`src/design/pivl_ram.sv`:
```
// ---------------------------------------------------------------------------
// pivl_ram
// Generic single-write, single-read RAM with registered read data.
// ---------------------------------------------------------------------------
module pivl_ram #(
   parameter int WIDTH = 16,
   parameter int DEPTH = 256
) (
   input  logic                     clock,
   input  logic                     we,
   input  logic [$clog2(DEPTH)-1:0] waddr,
   input  logic [WIDTH-1:0]         wdata,
   input  logic                     re,
   input  logic [$clog2(DEPTH)-1:0] raddr,
   output logic [WIDTH-1:0]         rdata
);

   logic [WIDTH-1:0] mem_ff [DEPTH];
   logic [WIDTH-1:0] rdata_ff;

   always_ff @(posedge clock) begin
      if (we) begin
         mem_ff[waddr] <= wdata;
      end
      if (re) begin
         rdata_ff <= mem_ff[raddr];
      end
   end

   assign rdata = rdata_ff;

endmodule

```
`config.mk`:
```
export PLATFORM = sky130hd
export DESIGN_NAME = pivl_ram
export DESIGN_NICKNAME = d
export VERILOG_FILES = /design/src/design/pivl_ram.sv
export SDC_FILE = /design/constraint.sdc
export NUM_CORES = 2
export LEC_CHECK = 0
export ABC_CLOCK_PERIOD_IN_PS = 7400
export BUFFER_PORTS_ARGS = -buffer_cell sky130_fd_sc_hd__buf_4
export CAP_MARGIN = 5
export CORE_MARGIN = 4
export CORE_UTILIZATION = 50
export DETAILED_ROUTE_END_ITERATION = 6
export PLACE_DENSITY = 0.63
export SETUP_SLACK_MARGIN = 0.5
export SKIP_LAST_GASP = 1
export SLEW_MARGIN = 40
export SYNTH_ARGS = -nofsm -noshare
export SYNTH_HDL_FRONTEND = slang
export SYNTH_SLANG_ARGS = --single-unit
```
`constraint.sdc`:
```
create_clock -name clock -period 7.4 [get_ports clock]
set_input_delay 0.37 -clock clock [delete_from_list [all_inputs] [get_ports clock]]
set_output_delay 0.37 -clock clock [all_outputs]
set_load 0.05 [all_outputs]
```
==> key figures <==
Clock network
  • Clock Pin Slew Worst Setup and Hold Paths: 60 ps
  • Root Driver: clkbuf_16
  • H-tree Lvls: 5
  • CTS tree: built
  • Clk sink count: about 4,000
  • Clock latency on the worst-skew pair: roughly 980 ps
  • Post-CTS Setup Inserts: 0
  • CTS Buf Count: between 400 and 500
  • Clock Path Buffers: 4

Finish
  • Layout cells sized above 1: 0.251
  • # fillers: approximately 23,000
  • Util after Layout: 0.570
  • Register area: 123,000 um2
  • Multi-input logic area: around 33,000 um2
  • Area grow syn2layout: 13.2%
  • Final Net Count: approximately 7,800

STA
  • Final Critical Period: 3900 ps
  • Tcrit/Tclk final: 0.527
  • Final setup viols: 0
  • Setup TNS: 0 ps
  • Relative slew slack: 0.336
  • Final hold slack: about 210 ps
  • Final Slew Violations: 0
  • RSZ-0062 raised after global routing: no
  • Clock skew: 76.3 ps
  • FMAX: approximately 0.26 GHz
  • Worst-Margin Slew: 996 ps
  • Hold Fails Final Rpt: 0

GRT
  • Vias in the first global route: approximately 80,000
  • Largest net degree at the start of global routing: 174
  • Initial antenna violation count: 20
  • Global route overflow: 0
  • First-pass GRT wire length: between 500,000 and 600,000 um
  • Tot GR Track Use: 0.257

Synth
  • Yosys warnings: 0
  • Area leader, netlist: edfxtp_1
  • Post-Synthesis Cells: about 7,400
  • #FFs+latches synth: approximately 4,100
  • Synth cell types: 51
  • Syn nets: ~7,400
  • Most frequent cell after synthesis: edfxtp_1
  • Top FF cell, synth: edfxtp_1
  • Synth Cell Area: between 150,000 and 200,000 um2
  • Post-synth EDFFs: 4,112
  • Synth Area per Inst: approximately 22 um2
  • Async SR Flop Fraction: 0
  • Dominant cells by area after synthesis: edfxtp_1, mux4_2, mux2i_1
  • Top cells by count, synth: edfxtp_1, mux4_2, mux2i_1, nor2_1, o221ai_1
  • Share of the synthesized area in the top cell type: 0.777
  • Seq/Total Area, Yosys: 0.777

Route
  • DRT antenna net count: 0
  • Iteration-0 DRC Markers: around 11,000
  • Total Routed Length: 422,000 um
  • DR vias/cell: roughly 6.5
  • Drt pass-1 iters: 6
  • DR DRC count: 0
  • Via count: ~79,000
  • WL/cell: about 34 um

Floorplanning
  • CORE AREA: roughly 320,000 um2
  • Site Rows: just over 200
  • Area of the die: roughly 330,000 um2
  • Width of the die: between 500 and 600 um
  • Initial Util: 0.503
  • I/O Pins: ~50
  • Die Ht: around 570 um

Critical path
  • Critical path endpoint category: register
  • Critical path arrival: between 4000 and 5000 ps
  • Crit Path Class: input pin to register
  • Nature of the critical path startpoint: input pin
  • CP Max Fanout: 58
  • CP Data Required Time: around 8200 ps

Flow run
  • MaxCap Viol Count: 0

Hold path
  • Worst min path class: input pin to register

Power
  • Leakage Power: about 57 nW
  • Peak VDD IR: roughly 0.23 mV
  • Pwr Density: approximately 270 nW/um2

Place
  • Post-DP HPWL: 245,000 um
  • Buffers on Ports: 50
  • Placer Congestion: approximately 0.88

Run status
  • Status: completed
## worst max-delay path, cell delays in order
cell and delay (ps):
buf_16 320, buf_12 400, buf_12 330, buf_4 670, mux2i_1 210, o221ai_1 380
o22ai_1 120, a21oi_1 570, nand4_1 630, nor4_1 430
## area by class of cell
class / count / area share
Inverter: 4 / 0.000153
Clock inverter: 269 / 0.0140
Clock buffer: 498 / 0.0609
Antenna cell: 9 / 0.000125
Tap cell: 4160 / 0.0289
Sequential cell: 4112 / 0.686
Multi-Input combinational cell: 2792 / 0.186
Timing Repair Buffer: 430 / 0.0235
## kinds of logic after synthesis
logic type | share of synthesized area
AOI/OAI and AO/OA | 0.0353
buffers and inverters | 0.0169
DFF | 0.777
muxes | 0.155
and+or+nand+nor | 0.0157
## where the power goes
part	internal [W]	leakage (nW)	switching, W
clock	0.0120	6.59	0.00880
combinational	0.000815	13.2	0.00163
sequential	0.0257	37.0	0.0000384
total	0.0385	56.8	0.0105
## state kept, by name, summed over array words and instances, names as in the netlist
name,flops
mem_ff,4096
rdata,16
## through the flow
stage	std cells	setup WS [ps]	power, W	cell area, um2
after floorplan	7360	4780	0.0275	159000
after global placement	11456	2570	0.0286	165000
after detailed placement	11465	2510	0.0286	166000
after CTS	12249	3600	0.0493	179000
after global routing	12268	3250	0.0504	180000
final	12274	3500	0.0490	180000
## placed cells by master, fill, tap and decap left out, types with 88 or more instances in the layout
master and n:
nor2_1 217, clkinv_1 109, buf_4 323, a21oi_1 174, mux2i_1 565, edfxtp_1 4112, clkbuf_16 427, mux2_2 88
mux4_2 797, o221ai_1 252, o22ai_1 148
## worst paths after layout
kind	startpoint	slack (ps)	to	cells past startpoint
worst max register to register	mem_ff[131][15]	4310	rdata[15]	7
worst min-delay path	waddr[1]	210	mem_ff[195][7]	4
worst max-delay path	raddr[0]	3500	rdata[13]	10
worst min register to register	mem_ff[195][5]	1130	rdata[5]	6
## routing by layer
layer  up-vias  routed length (um)  part of all wire  global-route usage
met5         -                   8          0.000019                   0
met4         2               17900             0.042              0.0940
met3       685               37400             0.089              0.0438
met2      4031              199000              0.47               0.397
met1     42371              168000              0.40               0.373
li1      32177                   -                 -                   -
## timing repair
| action | 4_1_cts | 5_1_grt |
|---|---|---|
| gates resized for setup | 0 | 0 |
| hold buffers | 17 | 0 |
| endpoints found under the hold margin | 765 | 0 |
Note: power is estimated with default switching activity, not from simulation.
