--- src/design/pivl_pkg.sv ---
// ---------------------------------------------------------------------------
// pivl_pkg
// Shared types, register codes, reset values and the control program of the
// voltage-loop PI controller.
// ---------------------------------------------------------------------------
package pivl_pkg;

   localparam int STEP_W = 4;
   localparam int CSR_INDEX_W = 3;
   localparam int CSR_DATA_W = 24;

   typedef logic [STEP_W-1:0] step_type;

   // register indexes
   localparam logic [CSR_INDEX_W-1:0] REG_PROP_GAIN     = 3'd0;
   localparam logic [CSR_INDEX_W-1:0] REG_INTEGRAL_GAIN = 3'd1;
   localparam logic [CSR_INDEX_W-1:0] REG_UPPER_LIMIT   = 3'd2;
   localparam logic [CSR_INDEX_W-1:0] REG_LOWER_LIMIT   = 3'd3;
   localparam logic [CSR_INDEX_W-1:0] REG_ADC_SCALE     = 3'd4;
   localparam logic [CSR_INDEX_W-1:0] REG_ADC_OFFSET    = 3'd5;
   localparam logic [CSR_INDEX_W-1:0] REG_PWM_PERIOD    = 3'd6;

   // reset values
   localparam logic [23:0] PROP_GAIN_RST     = 24'd94381;
   localparam logic [23:0] INTEGRAL_GAIN_RST = 24'd34256;
   localparam logic [16:0] UPPER_LIMIT_RST   = 17'd58982;
   localparam logic [16:0] LOWER_LIMIT_RST   = 17'd0;
   localparam logic [23:0] ADC_SCALE_RST     = 24'd82936;
   localparam logic [15:0] ADC_OFFSET_RST    = 16'd341;
   localparam logic [15:0] PWM_PERIOD_RST    = 16'd3333;

   // item opcodes
   localparam logic OP_SAMPLE = 1'b0;
   localparam logic OP_LOAD   = 1'b1;

   // clamp codes
   localparam logic [1:0] CLAMP_NONE = 2'd0;
   localparam logic [1:0] CLAMP_HIGH = 2'd1;
   localparam logic [1:0] CLAMP_LOW  = 2'd2;

   typedef struct packed {
      logic [23:0] prop_gain;
      logic [23:0] integral_gain;
      logic [16:0] upper_limit;
      logic [16:0] lower_limit;
      logic [23:0] adc_scale;
      logic [15:0] adc_offset;
      logic [15:0] pwm_period;
   } cfg_type;

   typedef struct packed {
      logic signed [31:0] error_value;
      logic [1:0]         clamp_state;
      logic [16:0]        control_value;
      logic [15:0]        duty_count;
   } result_type;

   typedef enum logic [2:0] {
      MUL_NONE,
      MUL_ADC,
      MUL_KI,
      MUL_KP,
      MUL_DUTY
   } mul_sel_type;

   typedef enum logic [2:0] {
      ALU_NOP,
      ALU_MEAS,
      ALU_ERR,
      ALU_ROUND,
      ALU_INTEG,
      ALU_RAW,
      ALU_CLAMP
   } alu_op_type;

   typedef enum logic [1:0] {
      COND_NEXT,
      COND_SKIP_INTEG,
      COND_END
   } cond_type;

   typedef struct packed {
      mul_sel_type mul;
      alu_op_type  alu;
      cond_type    cond;
      step_type    target;
   } ctl_word_type;

   typedef struct packed {
      logic busy;
      logic finish;
   } seq_status_type;

   localparam ctl_word_type CTL_IDLE = '{mul: MUL_NONE, alu: ALU_NOP, cond: COND_NEXT,
                                         target: '0};

   // control program, one word per step
   function automatic ctl_word_type ucode(input step_type step);
      ctl_word_type w;
      w = CTL_IDLE;
      unique case (step)
         4'd0:  w.mul = MUL_ADC;
         4'd1:  w.alu = ALU_MEAS;
         4'd2:  w.alu = ALU_ERR;
         4'd3: begin
            w.mul    = MUL_KI;
            w.cond   = COND_SKIP_INTEG;
            w.target = 4'd6;
         end
         4'd4:  w.alu = ALU_ROUND;
         4'd5:  w.alu = ALU_INTEG;
         4'd6:  w.mul = MUL_KP;
         4'd7:  w.alu = ALU_ROUND;
         4'd8:  w.alu = ALU_RAW;
         4'd9:  w.alu = ALU_CLAMP;
         4'd10: w.mul = MUL_DUTY;
         4'd11: w.cond = COND_END;
         default: w.cond = COND_END;
      endcase
      return w;
   endfunction

endpackage

--- src/design/pivl_sequencer.sv ---
// ---------------------------------------------------------------------------
// pivl_sequencer
// Step counter over the control program, with the conditional skip of the
// integrator update and the hold of the last step while the output is full.
// ---------------------------------------------------------------------------
module pivl_sequencer (
   input  logic                    clock,
   input  logic                    reset,
   input  logic                    start,
   input  logic                    integ_en,
   input  logic                    out_free,
   output pivl_pkg::ctl_word_type  ctl,
   output pivl_pkg::seq_status_type status
);

   logic               busy_ff, busy_in;
   pivl_pkg::step_type step_ff, step_in;
   pivl_pkg::ctl_word_type word;
   logic               finish;

   assign word = pivl_pkg::ucode(step_ff);

   always_comb begin
      busy_in = busy_ff;
      step_in = step_ff;
      finish  = 1'b0;
      if (busy_ff) begin
         unique case (word.cond)
            pivl_pkg::COND_END: begin
               if (out_free) begin
                  finish  = 1'b1;
                  busy_in = 1'b0;
                  step_in = '0;
               end
            end
            pivl_pkg::COND_SKIP_INTEG: begin
               step_in = integ_en ? step_ff + 1'b1 : word.target;
            end
            default: step_in = step_ff + 1'b1;
         endcase
      end else if (start) begin
         busy_in = 1'b1;
         step_in = '0;
      end
   end

   always_ff @(posedge clock) begin
      if (reset) begin
         busy_ff <= 1'b0;
         step_ff <= '0;
      end else begin
         busy_ff <= busy_in;
         step_ff <= step_in;
      end
   end

   assign ctl           = busy_ff ? word : pivl_pkg::CTL_IDLE;
   assign status.busy   = busy_ff;
   assign status.finish = finish;

   a_finish_on_end: assert property (@(posedge clock) disable iff (reset)
      finish |-> busy_ff && word.cond == pivl_pkg::COND_END)
      else $error("finish outside the end step");

   a_no_start_busy: assert property (@(posedge clock) disable iff (reset)
      start |-> !busy_ff)
      else $error("start while a sample is in progress");

endmodule

--- config.mk ---
export PLATFORM = sky130hd
export DESIGN_NAME = pivl_sequencer
export DESIGN_NICKNAME = d
export VERILOG_FILES = /design/src/design/pivl_pkg.sv /design/src/design/pivl_sequencer.sv
export SDC_FILE = /design/constraint.sdc
export NUM_CORES = 1
export LEC_CHECK = 0
export ABC_CLOCK_PERIOD_IN_PS = 2200
export BUFFER_PORTS_ARGS = -buffer_cell sky130_fd_sc_hd__buf_4
export CAP_MARGIN = 20
export CORE_AREA = 5 5 42 44
export DETAILED_ROUTE_END_ITERATION = 10
export DIE_AREA = 0 0 47 49
export HOLD_SLACK_MARGIN = 0.02
export PLACE_DENSITY = 0.72
export RECOVER_POWER = 100
export SETUP_SLACK_MARGIN = 0.3
export SLEW_MARGIN = 20
export SYNTH_ARGS = -nofsm -noshare
export SYNTH_HDL_FRONTEND = slang
export SYNTH_SLANG_ARGS = --single-unit
--- constraint.sdc ---
create_clock -name clock -period 2.2 [get_ports clock]
set_input_delay 0.22 -clock clock [delete_from_list [all_inputs] [get_ports clock]]
set_output_delay 0.22 -clock clock [all_outputs]
set_load 0.05 [all_outputs]
==> metrics, run 1 <==
Buffers on Ports=16; Antenna Nets Post-Route=0; most common cell after layout, fill and taps aside=clkbuf_1; unrepaired setup endpoints after global routing=yes; Syn Inst Count=72; IO Pins=19; largest area contributor in the netlist=dfxtp_1; Peak Freq=0.506 GHz; clock root cell=clkbuf_4; slew at the pin closest to its max-slew limit=599 ps; most frequent cells in the layout=clkbuf_1, buf_4, a21oi_1, o21ai_0; post-synthesis sequential area ratio=0.183; top cells by area, synth=dfxtp_1, ha_1, buf_4, o21ai_0, a21oi_1; Critical Path Fanout Max=7; Vias=546; busiest grt layer=met2; initial core utilization=0.391; Num CTS Buffers=3; Hold WC Path Type=input port to register; CP max-delay cell=dfxtp_4; hpwl dp=946 um; clk slew on worst S/H paths=40 ps; WL/cell=13.4 um; vias in the first global route=553; GRT Overall Usage=0.138; worst-skew pair later-pin latency=240 ps; fraction of layout cells with a size suffix above 1=0.364; Relative slew margins=0.603; vias per cell=5.25; First DRT Iteration DRCs=2; Distinct cells, synth=35; Core Util, Final=0.530; Die H=49 um; Worst setup EP type=primary output; DRC Markers=0; post-synth top area share=0.183; VDD IR max=0.000299 V; initial antenna violation count=0; critical-path cell list=inv_2 -> ha_4 -> nor4_1 -> o22a_2 -> and3_4 -> buf_8; GRT met2 Usage=0.219; Pleak=0.305 nW; Final Net Count=98; Final Wtd Congestion=0.786; fin. max-slew vios=0; clock skew=2.44 ps; met3 layer usage reported by global route=0.0480; total wire length=1.39 mm; Post-Synthesis Mean Instance Area=7.61 um^2; Die Wd=47 um; fill count=155; max cap viols=0; Worst EP required=1980 ps; core box area=1400 um^2; status=complete, no violations; CP Class=register to primary output; clock sinks=5; mapped cell area=548 um^2; CTS tree=done; grt total ovfl=0; global-route wire length before repair=2.43 mm; largest net degree at the start of global routing=16; CP startpoint kind=register; Post-synth ARST share=0; Die ar.=2300 um^2; Total Power=0.301 mW; PD cells=405 nW/um^2; FF+latch count, synth=5; Max stage delay on crit path=400 ps; Yosys Warn Count=0; final-report setup violation count=0; Final period util=0.899; fin crit period=1980 ps; # hold bufs at CTS=0; EDFF count, synth=0; H-tree depth=1; Diodes inserted=0; Clock Path Buffers=2; First-pass DRT Iterations=2; Rows=14; final hold viol count=0; area grow syn2layout=35.6%; arrival time worst endpoint=1760 ps; met1 Use GR=0.183; main flop type after synthesis=dfxtp_1; Fin Setup TNS=0 ps
final timing paths:
check	start	slack, ps	end	cells past startpoint
max	step_ff[0]$_SDFFE_PP0P_	220	status[0]	6
min	reset	180	step_ff[0]$_SDFFE_PP0P_	2
max reg2reg	step_ff[0]$_SDFFE_PP0P_	290	step_ff[1]$_SDFFE_PP0P_	7
min reg2reg	step_ff[0]$_SDFFE_PP0P_	530	step_ff[0]$_SDFFE_PP0P_	2
repair_timing:
action	in CTS	in global routing
endpoints found under the setup margin	4	5
gates resized for setup	20	4
buffers inserted	3	0
pin swaps	5	0
area by class of cell:
class / instances / area [um^2] / share of cell area
multi-input combinational: 56 / 447 / 0.601
timing repair buffer: 20 / 133 / 0.178
sequential: 5 / 106 / 0.143
clock buffer: 4 / 26.3 / 0.0354
tap: 16 / 20.0 / 0.0269
inverter: 3 / 11.3 / 0.0152
metal layers:
metal / up-vias / routed length, um / part of all wire
met1: 248 / 591 / 0.42
li1: 282 / - / -
met4: 0 / 0 / 0
met2: 16 / 678 / 0.49
met5: - / 0 / 0
met3: 0 / 121 / 0.087
critical path, delay by kind of cell (launching register included):
family	cells	cell delay [ps]
adders and majority gates	1	180
AOI/OAI and AO/OA	1	220
buffers and inverters	2	220
DFF	1	400
and+or+nand+nor	2	500
Yosys cell counts, types with 2 or more instances:
cell type	count
a21oi_1	5
buf_4	6
clkbuf_1	3
dfxtp_1	5
ha_1	4
inv_1	3
mux2_2	2
nand2_1	2
nand2b_1	4
nand3_1	2
nand3b_1	2
nor2_1	4
nor3_1	2
nor4b_1	2
o21ai_0	6
power by group:
part / internal (mW) / switching, mW / leakage, nW
combinational: 0.0352 / 0.0563 / 0.248
clock: 0.0686 / 0.0379 / 0.0150
sequential: 0.0943 / 0.00862 / 0.0425
flip-flops by register name, summed over array words and instances, names as in the netlist:
signal	count
busy_ff	1
step_ff	4
cells by family after synthesis:
kind of cell / after synthesis / share of synthesized area
DFF: 5 / 0.183
xor gates and xnor gates: 1 / 0.0160
AOI/OAI and AO/OA: 17 / 0.190
adders and majority gates: 4 / 0.0913
buffers and inverters: 12 / 0.123
and+or+nand+nor: 30 / 0.349
other: 1 / 0.00684
muxes: 2 / 0.0411
through the flow:
stage               area, um^2  hold slack [ps]  setup WS, ps  cells
CTS                        786              167           304    104
finish                     743              176           222    104
floorplan                  554              289           308     73
global placement           646              428           255     97
detailed placement         646              430           170     97
global route               743              179           140    104
Note: power is estimated with default switching activity, not from simulation.
==> run 2: changes to the inputs <==
--- a/config.mk
+++ b/config.mk
@@ -14,8 +14,8 @@
 export HOLD_SLACK_MARGIN = 0.02
 export PLACE_DENSITY = 0.72
 export RECOVER_POWER = 100
+export REMOVE_ABC_BUFFERS = 1
 export SETUP_SLACK_MARGIN = 0.3
-export SLEW_MARGIN = 20
 export SYNTH_ARGS = -nofsm -noshare
 export SYNTH_HDL_FRONTEND = slang
 export SYNTH_SLANG_ARGS = --single-unit
==> run 2 against run 1 <==
Against the previous run: clock skew is 2.3 ps lower; sequential share of layout area is 0.78 points lower; global-route usage is 1.1 points lower; worst hold slack better by 4.2 ps; fmax is 0.19% lower; final cell count is 3.8% higher; total power is 2.1% higher; critical path depth stayed put; flip-flop and latch count stayed put; clock power hardly changed; largest cell class unchanged.
==> metrics, run 2 (synthesis gave the netlist of run 1 again) <==
WL/cell=13.7 um; largest registers=step_ff: 4 flops, busy_ff: 1 flops; Final Net Count=102; grt total ovfl=0; # hold bufs at CTS=0; hold wc startpoint=reset; Peak Freq=0.505 GHz; R2R Path Start=step_ff[0]$_SDFFE_PP0P_; Relative slew margins=0.602; CP startpoint kind=register; global-route wire length before repair=2.17 mm; GRT Overall Usage=0.127; slew at the pin closest to its max-slew limit=600 ps; end of the worst hold path=step_ff[0]$_SDFFE_PP0P_; First-pass DRT Iterations=5; CP Class=register to primary output; hpwl dp=914 um; register area=105 um^2; clock root cell=clkbuf_4; Logic pwr share=0.324; Worst setup EP type=primary output; total wire length=1.48 mm; most flop-heavy register=step_ff; final hold viol count=0; R2R cell count=7; Max stage delay on crit path=380 ps; IO Pins=19; Sw Share=0.339; largest net degree at the start of global routing=16; CP delay by family, top=simple AND/OR/NAND/NOR gates; internal power=0.203 mW; Min Hold Slack=180 ps; Hold WC Path Type=input port to register; Final Wtd Congestion=0.865; area of the multi-input gates=450 um^2; Rows=14; worst-skew pair later-pin latency=240 ps; most frequent cells in the layout=buf_4, clkbuf_1, o21ai_0, a21oi_1; Die ar.=2300 um^2; fin. max-slew vios=0; CP max-delay cell=dfxtp_4; clock skew=0.153 ps; status=complete, no violations; hold path depth=2; Die H=49 um; vias in the first global route=522; area grow syn2layout=41.8%; fill count=131; critical-path cell list=inv_4 -> ha_4 -> nor4_1 -> o22a_2 -> and3_4 -> buf_8; VDD IR max=0.000416 V; Final period util=0.901; Diodes inserted=0; Flop pwr share=0.332; Clock Path Buffers=2; Vias=588; initial core utilization=0.391; max FFs per register=4; Net Sw Power=0.104 mW; R2R setup slack=340 ps; Clk pwr share=0.344; Antenna Nets Post-Route=0; worst r2r dst=step_ff[1]$_SDFFE_PP0P_; clock sinks=5; Die Wd=47 um; Critical Path Fanout Max=6; PD cells=395 nW/um^2; vias per cell=5.44; unrepaired setup endpoints after global routing=yes; arrival time worst endpoint=1760 ps; core box area=1400 um^2; H-tree depth=1; First DRT Iteration DRCs=13; Num CTS Buffers=3; clk slew on worst S/H paths=40 ps; DRC Markers=0; Fin Setup TNS=0 ps; worst path buffer plus inverter count=2; final-report setup violation count=0; initial antenna violation count=0; Pleak=0.328 nW; max cap viols=0; CTS tree=done; fin crit period=1980 ps; most common cell after layout, fill and taps aside=buf_4; Buffers on Ports=16; Worst EP required=1980 ps; fraction of layout cells with a size suffix above 1=0.380
==> run 2: cell type report <==
type / count / share of cell area
Multi-Input combinational cell: 56 / 0.580
Timing Repair Buffer: 24 / 0.208
Sequential cell: 5 / 0.135
Clock buffer: 4 / 0.0338
Tap cell: 16 / 0.0258
Inverter: 3 / 0.0177
==> run 2: power groups by stage <==
stage | clock [mW] | sequential, mW | combinational, mW
after CTS | 0.110 | 0.102 | 0.0949
after floorplan | 0 | 0.106 | 0.0528
after global placement | 0 | 0.102 | 0.0783
after global routing | 0.122 | 0.103 | 0.106
after detailed placement | 0 | 0.102 | 0.0793
final | 0.106 | 0.102 | 0.0995
==> run 2: worst register-to-register path, delay by kind of cell (launching register included) <==
family          cells  cell delay (ps)
simple gates        1              330
flops               1              380
mux                 1              330
compound gates      2              370
buf+inv             2              180
fa+ha+maj           1              170
==> run 2: stage by stage <==
step           power, mW  std cells  instance area, um^2  worst slack, ps   util
5_1_grt            0.331        108                  777              103  0.554
6_report           0.307        108                  777              218  0.554
2_1_floorplan      0.159         64                  495             -833      -
3_5_place_dp       0.182         97                  643              189  0.459
4_1_cts            0.307        102                  767              274  0.547
3_3_place_gp       0.181         97                  643              247  0.459
==> run 2: routing by layer <==
layer | vias to the layer above | wire [um] | GRT usage
li1 | 287 | - | -
met5 | - | 0 | 0
met4 | 0 | 43 | 0.0599
met1 | 273 | 601 | 0.150
met3 | 4 | 109 | 0.0517
met2 | 24 | 724 | 0.192
==> run 2: how the worst max path moves through the flow <==
stage | start | end | slack [ps] | cells after the start
finish | step_ff[0]$_SDFFE_PP0P_ | status[0] | 220 | 6
global placement | step_ff[0]$_SDFFE_PP0P_ | status[0] | 250 | 6
CTS | step_ff[1]$_SDFFE_PP0P_ | status[0] | 270 | 6
global route | step_ff[0]$_SDFFE_PP0P_ | status[0] | 100 | 6
detailed placement | step_ff[0]$_SDFFE_PP0P_ | status[0] | 190 | 6
floorplan | busy_ff$_SDFF_PP0_ | ctl[1] | -830 | 2
==> run 2: what timing repair did <==
item	in CTS	in global routing
pin swaps	2	6
setup buffers	1	6
gates resized for setup	18	6
setup endpoints to repair	4	4
